==> src/hdl/sha1sh_pkg.sv <==
`default_nettype none

package sha1sh_pkg;

  // Sequencer states of the top level
  typedef enum logic [2:0] {
    S_IDLE,
    S_PAD80,
    S_ZERO,
    S_LEN,
    S_COMP,
    S_DIGEST
  } state_e;

  // Controls from the sequencer to the round unit
  typedef struct packed {
    logic start;   // block complete, begin 80 rounds
    logic reinit;  // reload the initial chaining values
  } rnd_ctrl_t;

  localparam logic [4:0][31:0] IV_WORDS = {
    32'hC3D2E1F0, 32'h10325476, 32'h98BADCFE, 32'hEFCDAB89, 32'h67452301
  };

  localparam logic [31:0] K_CH  = 32'h5A827999;
  localparam logic [31:0] K_PA1 = 32'h6ED9EBA1;
  localparam logic [31:0] K_MAJ = 32'h8F1BBCDC;
  localparam logic [31:0] K_PA2 = 32'hCA62C1D6;

  localparam logic [7:0] PAD_BYTE   = 8'h80;
  localparam logic [7:0] ZERO_BYTE  = 8'h00;
  localparam logic [6:0] LAST_ROUND = 7'd79;
  localparam logic [5:0] BLOCK_LAST = 6'd63;
  localparam logic [5:0] LEN_AT     = 6'd56;
  localparam logic [2:0] LEN_LAST   = 3'd7;
  localparam logic [2:0] WORD_LAST  = 3'd4;

  function automatic logic [31:0] round_k(input logic [6:0] rnd);
    logic [31:0] k;
    case (rnd) inside
      [7'd0:7'd19]:  k = K_CH;
      [7'd20:7'd39]: k = K_PA1;
      [7'd40:7'd59]: k = K_MAJ;
      default:       k = K_PA2;
    endcase
    return k;
  endfunction

  function automatic logic [31:0] round_f(input logic [6:0] rnd, input logic [31:0] b,
                                          input logic [31:0] c, input logic [31:0] d);
    logic [31:0] f;
    case (rnd) inside
      [7'd0:7'd19]:  f = (b & c) | (~b & d);
      [7'd40:7'd59]: f = (b & c) | (b & d) | (c & d);
      default:       f = b ^ c ^ d;
    endcase
    return f;
  endfunction

endpackage

`default_nettype wire

==> src/hdl/sha1sh_stream_if.sv <==
`default_nettype none

interface sha1sh_in_if;
  logic       valid;
  logic       ready;
  logic [7:0] data_byte;
  logic       has_byte;
  logic       end_of_message;

  modport source (output valid, output data_byte, output has_byte, output end_of_message,
                  input ready);
  modport sink   (input valid, input data_byte, input has_byte, input end_of_message,
                  output ready);
endinterface

interface sha1sh_out_if;
  logic        valid;
  logic        ready;
  logic [31:0] digest_word;
  logic [2:0]  word_index;
  logic        last_word;

  modport source (output valid, output digest_word, output word_index, output last_word,
                  input ready);
  modport sink   (input valid, input digest_word, input word_index, input last_word,
                  output ready);
endinterface

`default_nettype wire

==> src/hdl/sha1sh_sched.sv <==
`default_nettype none

// Block buffer and message schedule in one 16-word shift line.
// Bytes shift in at the bottom; during rounds words shift out of the top
// and the expanded word enters at the bottom.
module sha1sh_sched (
  input  wire logic        clk_i,
  input  wire logic        push_i,
  input  wire logic [7:0]  byte_i,
  input  wire logic        shift_i,
  output logic      [31:0] word_o
);

  logic [15:0][31:0] w_q, w_d;
  logic [31:0]       mix;

  // word j of the block sits at w_q[15 - j]
  assign mix    = w_q[2] ^ w_q[7] ^ w_q[13] ^ w_q[15];
  assign word_o = w_q[15];

  always_comb begin
    w_d = w_q;
    if (push_i) begin
      w_d = {w_q[15][23:0], w_q[14:0], byte_i};
    end else if (shift_i) begin
      w_d = {w_q[14:0], mix[30:0], mix[31]};
    end
  end

  always_ff @(posedge clk_i) begin
    w_q <= w_d;
  end

endmodule

`default_nettype wire

==> src/hdl/sha1sh_round.sv <==
`default_nettype none

// Shared round unit: one SHA-1 round per cycle for 80 rounds, then a fold of
// the working words into the chaining words.
module sha1sh_round (
  input  wire logic                  clk_i,
  input  wire logic                  rst_ni,
  input  wire sha1sh_pkg::rnd_ctrl_t ctrl_i,
  input  wire logic [31:0]           word_i,
  output logic                       shift_o,
  output logic                       done_o,
  output logic [4:0][31:0]           chain_o
);

  logic [4:0][31:0] chain_q, chain_d;
  logic [4:0][31:0] work_q, work_d;   // a..e at index 0..4
  logic [6:0]       rnd_q, rnd_d;
  logic             busy_q, busy_d;
  logic             fin_q, fin_d;
  logic [31:0]      t_val;

  assign t_val = {work_q[0][26:0], work_q[0][31:27]}
               + sha1sh_pkg::round_f(rnd_q, work_q[1], work_q[2], work_q[3])
               + work_q[4] + sha1sh_pkg::round_k(rnd_q) + word_i;

  assign shift_o = busy_q & ~fin_q;
  assign done_o  = fin_q;
  assign chain_o = chain_q;

  always_comb begin
    chain_d = chain_q;
    work_d  = work_q;
    rnd_d   = rnd_q;
    busy_d  = busy_q;
    fin_d   = fin_q;
    if (ctrl_i.reinit) begin
      chain_d = sha1sh_pkg::IV_WORDS;
    end
    if (ctrl_i.start) begin
      work_d = chain_q;
      rnd_d  = '0;
      busy_d = 1'b1;
    end else if (busy_q && !fin_q) begin
      work_d[0] = t_val;
      work_d[1] = work_q[0];
      work_d[2] = {work_q[1][1:0], work_q[1][31:2]};
      work_d[3] = work_q[2];
      work_d[4] = work_q[3];
      if (rnd_q == sha1sh_pkg::LAST_ROUND) begin
        fin_d = 1'b1;
      end else begin
        rnd_d = rnd_q + 7'd1;
      end
    end else if (fin_q) begin
      for (int i = 0; i < 5; i++) begin
        chain_d[i] = chain_q[i] + work_q[i];
      end
      fin_d  = 1'b0;
      busy_d = 1'b0;
    end
  end

  always_ff @(posedge clk_i or negedge rst_ni) begin
    if (!rst_ni) begin
      chain_q <= sha1sh_pkg::IV_WORDS;
      rnd_q   <= '0;
      busy_q  <= 1'b0;
      fin_q   <= 1'b0;
    end else begin
      chain_q <= chain_d;
      rnd_q   <= rnd_d;
      busy_q  <= busy_d;
      fin_q   <= fin_d;
    end
  end

  always_ff @(posedge clk_i) begin
    work_q <= work_d;
  end

endmodule

`default_nettype wire

==> src/hdl/sha1_stream_hasher_top.sv <==
`default_nettype none

// Channel  Dir  Beat contents                              Accepted when
// msg_i    in   data_byte, has_byte, end_of_message        valid & ready
// dig_o    out  digest_word, word_index, last_word         valid & ready
//
// Each byte beat fills the block buffer; the 64th byte of a block starts the
// compression, 80 rounds plus a fold on the shared round unit, during which
// msg_i is not ready.
// End of message: one padding or length byte per cycle (up to 64, or 72
// when the tail spills into a second block) except during compression,
// plus a turn state before the length and a compression per padded block,
// then five digest beats. Reset loads the initial chaining values, no clearing
// pass. A stall on dig_o holds the current digest word; msg_i stays low.
module sha1_stream_hasher_top (
  input  wire logic     clk_i,
  input  wire logic     rst_ni,
  sha1sh_in_if.sink     msg_i,
  sha1sh_out_if.source  dig_o
);

  sha1sh_pkg::state_e    state_q, state_d;
  sha1sh_pkg::state_e    after_q, after_d;   // where to resume after a block
  sha1sh_pkg::rnd_ctrl_t rnd_ctrl;

  logic [5:0]       fill_q, fill_d;
  logic [63:0]      len_q, len_d;           // message length in bytes
  logic [2:0]       len_idx_q, len_idx_d;
  logic [2:0]       word_idx_q, word_idx_d;
  logic [63:0]      bit_len;
  logic             in_beat, out_beat, out_final;
  logic             push;
  logic [7:0]       push_byte;
  logic             blk_full;
  logic             sched_shift;
  logic             rnd_done;
  logic [31:0]      sched_word;
  logic [4:0][31:0] chain;

  assign bit_len   = {len_q[60:0], 3'b000};
  assign in_beat   = msg_i.valid & msg_i.ready;
  assign out_beat  = dig_o.valid & dig_o.ready;
  assign out_final = out_beat & (word_idx_q == sha1sh_pkg::WORD_LAST);
  assign blk_full  = push & (fill_q == sha1sh_pkg::BLOCK_LAST);

  assign rnd_ctrl.start  = blk_full;
  assign rnd_ctrl.reinit = out_final;

  // beat outputs and byte pushes
  always_comb begin
    msg_i.ready = 1'b0;
    dig_o.valid = 1'b0;
    push        = 1'b0;
    push_byte   = sha1sh_pkg::ZERO_BYTE;
    case (state_q)
      sha1sh_pkg::S_IDLE: begin
        // ready is high throughout idle, so valid alone marks a beat
        msg_i.ready = 1'b1;
        push        = msg_i.valid & msg_i.has_byte;
        push_byte   = msg_i.data_byte;
      end
      sha1sh_pkg::S_PAD80: begin
        push      = 1'b1;
        push_byte = sha1sh_pkg::PAD_BYTE;
      end
      sha1sh_pkg::S_ZERO: begin
        push = (fill_q != sha1sh_pkg::LEN_AT);
      end
      sha1sh_pkg::S_LEN: begin
        push      = 1'b1;
        push_byte = bit_len[8 * (3'd7 - len_idx_q) +: 8];
      end
      sha1sh_pkg::S_DIGEST: begin
        dig_o.valid = 1'b1;
      end
      default: begin
      end
    endcase
  end

  assign dig_o.digest_word = chain[word_idx_q];
  assign dig_o.word_index  = word_idx_q;
  assign dig_o.last_word   = (word_idx_q == sha1sh_pkg::WORD_LAST);

  // next state
  always_comb begin
    state_d = state_q;
    after_d = after_q;
    case (state_q)
      sha1sh_pkg::S_IDLE: begin
        if (in_beat) begin
          if (blk_full) begin
            state_d = sha1sh_pkg::S_COMP;
            after_d = msg_i.end_of_message ? sha1sh_pkg::S_PAD80 : sha1sh_pkg::S_IDLE;
          end else if (msg_i.end_of_message) begin
            state_d = sha1sh_pkg::S_PAD80;
          end
        end
      end
      sha1sh_pkg::S_PAD80: begin
        if (blk_full) begin
          state_d = sha1sh_pkg::S_COMP;
          after_d = sha1sh_pkg::S_ZERO;
        end else begin
          state_d = sha1sh_pkg::S_ZERO;
        end
      end
      sha1sh_pkg::S_ZERO: begin
        if (fill_q == sha1sh_pkg::LEN_AT) begin
          state_d = sha1sh_pkg::S_LEN;
        end else if (blk_full) begin
          state_d = sha1sh_pkg::S_COMP;
          after_d = sha1sh_pkg::S_ZERO;
        end
      end
      sha1sh_pkg::S_LEN: begin
        if (len_idx_q == sha1sh_pkg::LEN_LAST) begin
          state_d = sha1sh_pkg::S_COMP;
          after_d = sha1sh_pkg::S_DIGEST;
        end
      end
      sha1sh_pkg::S_COMP: begin
        if (rnd_done) begin
          state_d = after_q;
        end
      end
      sha1sh_pkg::S_DIGEST: begin
        if (out_final) begin
          state_d = sha1sh_pkg::S_IDLE;
        end
      end
      default: begin
        state_d = sha1sh_pkg::S_IDLE;
      end
    endcase
  end

  // counters
  always_comb begin
    fill_d     = push ? fill_q + 6'd1 : fill_q;
    len_d      = len_q;
    len_idx_d  = len_idx_q;
    word_idx_d = word_idx_q;
    if (state_q == sha1sh_pkg::S_IDLE && push) begin
      len_d = len_q + 64'd1;
    end
    if (state_q == sha1sh_pkg::S_LEN) begin
      len_idx_d = len_idx_q + 3'd1;
    end
    if (out_beat) begin
      word_idx_d = out_final ? 3'd0 : word_idx_q + 3'd1;
    end
    if (out_final) begin
      len_d = '0;
    end
  end

  always_ff @(posedge clk_i or negedge rst_ni) begin
    if (!rst_ni) begin
      state_q    <= sha1sh_pkg::S_IDLE;
      after_q    <= sha1sh_pkg::S_IDLE;
      fill_q     <= '0;
      len_q      <= '0;
      len_idx_q  <= '0;
      word_idx_q <= '0;
    end else begin
      state_q    <= state_d;
      after_q    <= after_d;
      fill_q     <= fill_d;
      len_q      <= len_d;
      len_idx_q  <= len_idx_d;
      word_idx_q <= word_idx_d;
    end
  end

  sha1sh_sched u_sched (
    .clk_i   (clk_i),
    .push_i  (push),
    .byte_i  (push_byte),
    .shift_i (sched_shift),
    .word_o  (sched_word)
  );

  sha1sh_round u_round (
    .clk_i   (clk_i),
    .rst_ni  (rst_ni),
    .ctrl_i  (rnd_ctrl),
    .word_i  (sched_word),
    .shift_o (sched_shift),
    .done_o  (rnd_done),
    .chain_o (chain)
  );

endmodule

`default_nettype wire
==> src/flat_wrapper.sv <==
// flat-port wrapper written by rule: the top's interface ports become plain ports
module sha1_stream_hasher_top_flat 
  (clk_i, rst_ni, msg_i_valid, msg_i_data_byte, msg_i_has_byte, msg_i_end_of_message, msg_i_ready, dig_o_valid, dig_o_digest_word, dig_o_word_index, dig_o_last_word, dig_o_ready);
  sha1sh_in_if msg_i_i ();
  sha1sh_out_if dig_o_i ();
  input  wire logic clk_i;
  input  wire logic rst_ni;
  input wire logic [$bits(msg_i_i.valid)-1:0] msg_i_valid;
  input wire logic [$bits(msg_i_i.data_byte)-1:0] msg_i_data_byte;
  input wire logic [$bits(msg_i_i.has_byte)-1:0] msg_i_has_byte;
  input wire logic [$bits(msg_i_i.end_of_message)-1:0] msg_i_end_of_message;
  output wire logic [$bits(msg_i_i.ready)-1:0] msg_i_ready;
  output wire logic [$bits(dig_o_i.valid)-1:0] dig_o_valid;
  output wire logic [$bits(dig_o_i.digest_word)-1:0] dig_o_digest_word;
  output wire logic [$bits(dig_o_i.word_index)-1:0] dig_o_word_index;
  output wire logic [$bits(dig_o_i.last_word)-1:0] dig_o_last_word;
  input wire logic [$bits(dig_o_i.ready)-1:0] dig_o_ready;
  assign msg_i_i.valid = msg_i_valid;
  assign msg_i_i.data_byte = msg_i_data_byte;
  assign msg_i_i.has_byte = msg_i_has_byte;
  assign msg_i_i.end_of_message = msg_i_end_of_message;
  assign msg_i_ready = msg_i_i.ready;
  assign dig_o_valid = dig_o_i.valid;
  assign dig_o_digest_word = dig_o_i.digest_word;
  assign dig_o_word_index = dig_o_i.word_index;
  assign dig_o_last_word = dig_o_i.last_word;
  assign dig_o_i.ready = dig_o_ready;
  sha1_stream_hasher_top u_core (.clk_i(clk_i), .rst_ni(rst_ni), .msg_i(msg_i_i), .dig_o(dig_o_i));
endmodule
==> config.mk <==
export PLATFORM = sky130hd
export DESIGN_NAME = sha1_stream_hasher_top_flat
export DESIGN_NICKNAME = d
export VERILOG_FILES = /design/src/hdl/sha1sh_pkg.sv /design/src/hdl/sha1sh_stream_if.sv /design/src/hdl/sha1sh_sched.sv /design/src/hdl/sha1sh_round.sv /design/src/hdl/sha1_stream_hasher_top.sv /design/src/flat_wrapper.sv
export SDC_FILE = /design/constraint.sdc
export NUM_CORES = 2
export LEC_CHECK = 0
export BUFFER_PORTS_ARGS = -buffer_cell sky130_fd_sc_hd__buf_2
export CAP_MARGIN = 20
export CORE_MARGIN = 2
export CORE_UTILIZATION = 60
export DETAILED_ROUTE_END_ITERATION = 8
export PLACE_DENSITY = 0.87
export SETUP_SLACK_MARGIN = 0.4
export SLEW_MARGIN = 20
export SYNTH_ARGS = -nofsm -noshare
export SYNTH_HDL_FRONTEND = slang
export SYNTH_HIERARCHICAL = 1
export SYNTH_SLANG_ARGS = --single-unit
==> constraint.sdc <==
create_clock -name clk_i -period 9.45 [get_ports clk_i]
set_input_delay 1.89 -clock clk_i [delete_from_list [all_inputs] [get_ports clk_i]]
set_output_delay 1.89 -clock clk_i [all_outputs]
set_load 0.01 [all_outputs]
# After elaboration in Yosys (flattened, before gate mapping)
# Cells that the tools add are included.
# word_totals
inputBits,14
regBits,923
# classes
n_reduce_logical,18
n_eq_ne,22
magnitude_cmp,7
n_shift,1
add_sub_neg,15
n_bitwise,21
muxes,47
# op_table
op,n
$mux W512,2
$mux W160,6
$add A32 B32 Y32,9
$mux W32,5
$xor A32 B32 Y32,5
$and A32 B32 Y32,4
$mux W64,2
$bmux W32 S3,1
$or A32 B32 Y32,3
$add A64 B1 Y64 const B,1
$shiftx A64 B33 Y8,1
$mux W3,15
$not A32 Y32,1
$mux W31,1
$pmux W8 S3,1
$mux W7,3
$pmux W3 S6,1
$le A7 B6 Y1 const B,2
$ne A2 B1 Y1 const B,7
$eq A3 B3 Y1 const B,4
$eq A6 B6 Y1 const B,2
$pmux W3 S4,1
$mux W1,8
$reduce_bool A2 Y1,4
27 further kinds,42

# Longest topological paths before layout
# logic_depth
ltp_word,11
mapped_depth,26
mapped_depth_nobuf,24

# Hierarchy
# Netlist, hierarchy kept.
# modules_own_cells
module,instances,cells_per_inst,area_each_um2,seq_area_each_um2
sha1sh_round,1,2738,26370.3,9133.8
sha1sh_sched,1,1246,23251.0,15374.7
sha1_stream_hasher_top,1,715,6067.1,1976.9

# Worst setup path before layout
# Ideal clock, no wire load.
# synth_path
kind,input to register
start,input msg_i_valid
end,register u_core/u_sched/w_q[0] (netlist name) (enable)
path_slack_ns,-0.285
stages,7
setup_ns,0.667
path_buffers,3
t_arrival_ns,9.068
path_cell_list,nand2_1 > a21oi_1 > o21a_1 > buf_4 > buf_6 > buf_6 > or2_2
# synth_between
elab_chain_cells,3
# synth_lines
item,line_no,source
start: declaration,flat_wrapper.sv:8,input wire logic [$bits(msg_i_i.valid)-1:0] msg_i_valid;
$and A1 B1 Y1,sha1_stream_hasher_top.sv:59,push = msg_i.valid & msg_i.has_byte;
$pmux W1 S3,sha1_stream_hasher_top.sv:55,case (state_q)
net u_core.push,sha1_stream_hasher_top.sv:32,logic push;
$reduce_bool A2 Y1 (no source line),--,
end signal: assignment,sha1sh_sched.sv:31,w_q <= w_d;
end: declaration,sha1sh_sched.sv:14,"logic [15:0][31:0] w_q, w_d;"
# The timed path passes the listed nets, and every way through them passes these cells.
# A chain may end at the register's enable or synchronous reset.

==> results.cfg <==
[route]
drt_iter0_drc = 4745
vias = 38800
routed_wl_um = 140000
post_drt_wl_per_cell_um = 23.5
drtPass1Iterations = 6
ant_nets = 0
routed_via_density = 6.50
drc = 0

[synth]
syn_area_um2 = 55700
syn_inst = 4699
yosys_most_used_dff = edfxtp_1
yosys-top-cells-count = edfxtp_1 (672), nand2_1 (295), mux2_2 (287)
ys_types = 96
seq_area_frac_synth = 0.476
synth_warnings = 6
syn_avg_cell_area_um2 = 11.9
synth_most_common_cell = edfxtp_1
ys_ff_latch = 920
synth_top_cell_area_share = 0.362
synth_area_leaders = edfxtp_1 (36%), dfrtp_1 (7.5%), mux2_2 (5.8%)
synth_edf_count = 672
async_flop_share = 0.270
syn_nets = 5039
synth_top_area_cell = edfxtp_1

[clocking]
cts-resized-gates = 0
path_clk_slew_ns = 0.06
hold_buffers = 0
cts_sinks = 920
ctsRootBufferMaster = clkbuf_16
numCtsBuffers = 97
cts_max_level = 3
clockBufferDepth = 3
clkLatencyLatePin_ns = 0.69
tritoncts = done
cts_post_setup_buffers_inserted = 0

[sta]
max_slew_margin = 0.171
finalCritPeriodShare = 0.758
hold_viol_final = 0
setup_viol = 0
period_minus_slack_ns = 7.16
finalWorstSetupSlack_ns = 2.29
finalHoldWorstSlack_ns = 0.496
tightest_slew_ns = 1.24
rsz0062_at_grt = false
fin_setup_tns_ns = 0
fin_skew_ns = 0.0353
maxSlewViolCount = 0
fmaxAchievable_mhz = 140

[worst_setup_path]
r2r_slack_ns = 2.29
path_class = flip-flop to flip-flop
crit_family = compound AO/OA/AOI/OAI gates
worstPathMaxFanout = 25
arrival_ns = 7.56
max_stage_delay_ns = 0.59
worstPathRequired_ns = 9.85
crit_buf_inv = 5
crit_path_start_kind = flip-flop
crit_start = u_core/u_round/rnd_q[0]
r2r_start = u_core/u_round/rnd_q[0]
crit_path_frequent_cell = nor2_1
worst_setup_path_end_kind = flip-flop
critPathSlowestCell = fa_1

[placement]
gp_congestion = 1.01
pre_cts_slack_ns = 2.46
portBuffers = 51
detailed_place_hpwl_um = 95200
dpl_cell_area_um2 = 56400

[global_routing]
track_usage = 0.291
grt_pass1_wl_um = 216000
first_global_vias = 37600
grt_antenna_before_repair = 1
grt_overflow_total = 0
grt_max_degree = 201

[min_path]
hold_path.class = flip-flop to flip-flop
hp-start = u_core/u_round/busy_q

[layout]
register_area_um2 = 26500
drive_gt1_frac = 0.166
fillers = 6440
synthToLayoutAreaGrowth_pct = 7.51
final_nets = 4976
stdcell_area_um2 = 59900
multiInputGateArea_um2 = 26800

[floorplanning]
core_um2 = 91800
die_h_um = 309
start_util = 0.607
die_area_um2 = 95300
die_w_um = 309
num_rows = 111
top_level_ports = 52

[status]
outcome = complete, no violations

[job]
maxCapViolations = 0
-- sequential cells by signal (all words and copies together), names as in the netlist --
register,count
u_core/u_sched/word_o,32
u_core/u_round/chain_o,160
u_core/len_q,61
u_core/u_round/rnd_q,7
u_core/state_q,3
u_core/u_sched/w_q,480
u_core/fill_q,6
u_core/u_round/work_q,160
u_core/dig_o.word_index,3
u_core/u_round/busy_q,1
u_core/len_idx_q,3
u_core/after_q,3
u_core/u_round/done_o,1
-- layout make-up --
| type | instances | area share |
|---|---|---|
| antenna | 1 | 0.0000418 |
| clock buffer | 121 | 0.0443 |
| clock inverter | 63 | 0.0141 |
| inverter | 250 | 0.0157 |
| multi-input combinational | 3281 | 0.448 |
| sequential | 920 | 0.442 |
| tap | 1243 | 0.0260 |
| timing repair buffer | 86 | 0.00993 |
-- routing by layer --
metal  up-vias  part of all wire  global-route usage
li1      17100                 -                   -
met1     19100              0.39               0.391
met2      2111              0.46               0.459
met3       365             0.095              0.0519
met4         2             0.050               0.137
met5         -           0.00011                   0
-- cell usage in the layout (no fill, tap or decap), drive strengths merged, types with 13 or more instances in the layout --
cell type	n
edfxtp	672
mux2	571
o21ai	345
nand2	295
a21oi	269
inv	251
nor2	216
ha	201
xnor2	193
dfrtp	168
fa	125
clkbuf	121
mux2i	110
xor2	96
nor3	92
buf	86
a21o	83
dfstp	80
nand3	77
nand3b	68
o22ai	47
or3	43
nand4	43
o21a	34
clkinv	34
o31ai	29
and3	25
nand2b	24
a31oi	24
o21bai	22
nor2b	20
o211ai	19
a211oi	17
bufinv	16
or4	16
o221ai	16
mux4	13
and2	13
-- worst reg2reg max path: cells and delay by family (launching register included) --
kind / cells / cell delay (ns)
AO/OA/AOI/OAI: 8 / 2.22
adder cells (fa/ha/maj): 4 / 1.60
AND/OR/NAND/NOR: 7 / 1.24
buffers and inverters: 5 / 1.24
flip-flops: 1 / 0.44
XOR/XNOR: 1 / 0.15
-- worst paths after layout --
check / end / cells past startpoint
worst min-delay path: u_core/u_round/done_o / 2
min in group asynchronous: u_core/u_round/chain_o[99] / 1
worst max register to register: u_core/u_round/work_q[30] / 25
worst max-delay path: u_core/u_round/work_q[30] / 25
max in group asynchronous: u_core/u_round/chain_o[27] / 2
worst min register to register: u_core/u_round/done_o / 2
-- logic make-up after synthesis --
| family | Yosys count | synth area share |
|---|---|---|
| and+or+nand+nor | 979 | 0.0867 |
| AOI/OAI and AO/OA | 993 | 0.109 |
| DFF | 920 | 0.476 |
| buffers and inverters | 498 | 0.0439 |
| adders and majority gates | 326 | 0.0901 |
| xor gates and xnor gates | 289 | 0.0457 |
| muxes | 694 | 0.149 |
-- metrics by stage --
step                       util  std cells
after CTS                 0.652       5964
after detailed placement  0.614       5780
after global placement    0.614       5780
final                     0.652       5965
after global routing      0.652       5964
after floorplan               -       4699
Power is left out: the tool's default activity adds up to more than one toggle a clock period on the data nets, which glitch-free logic cannot reach.
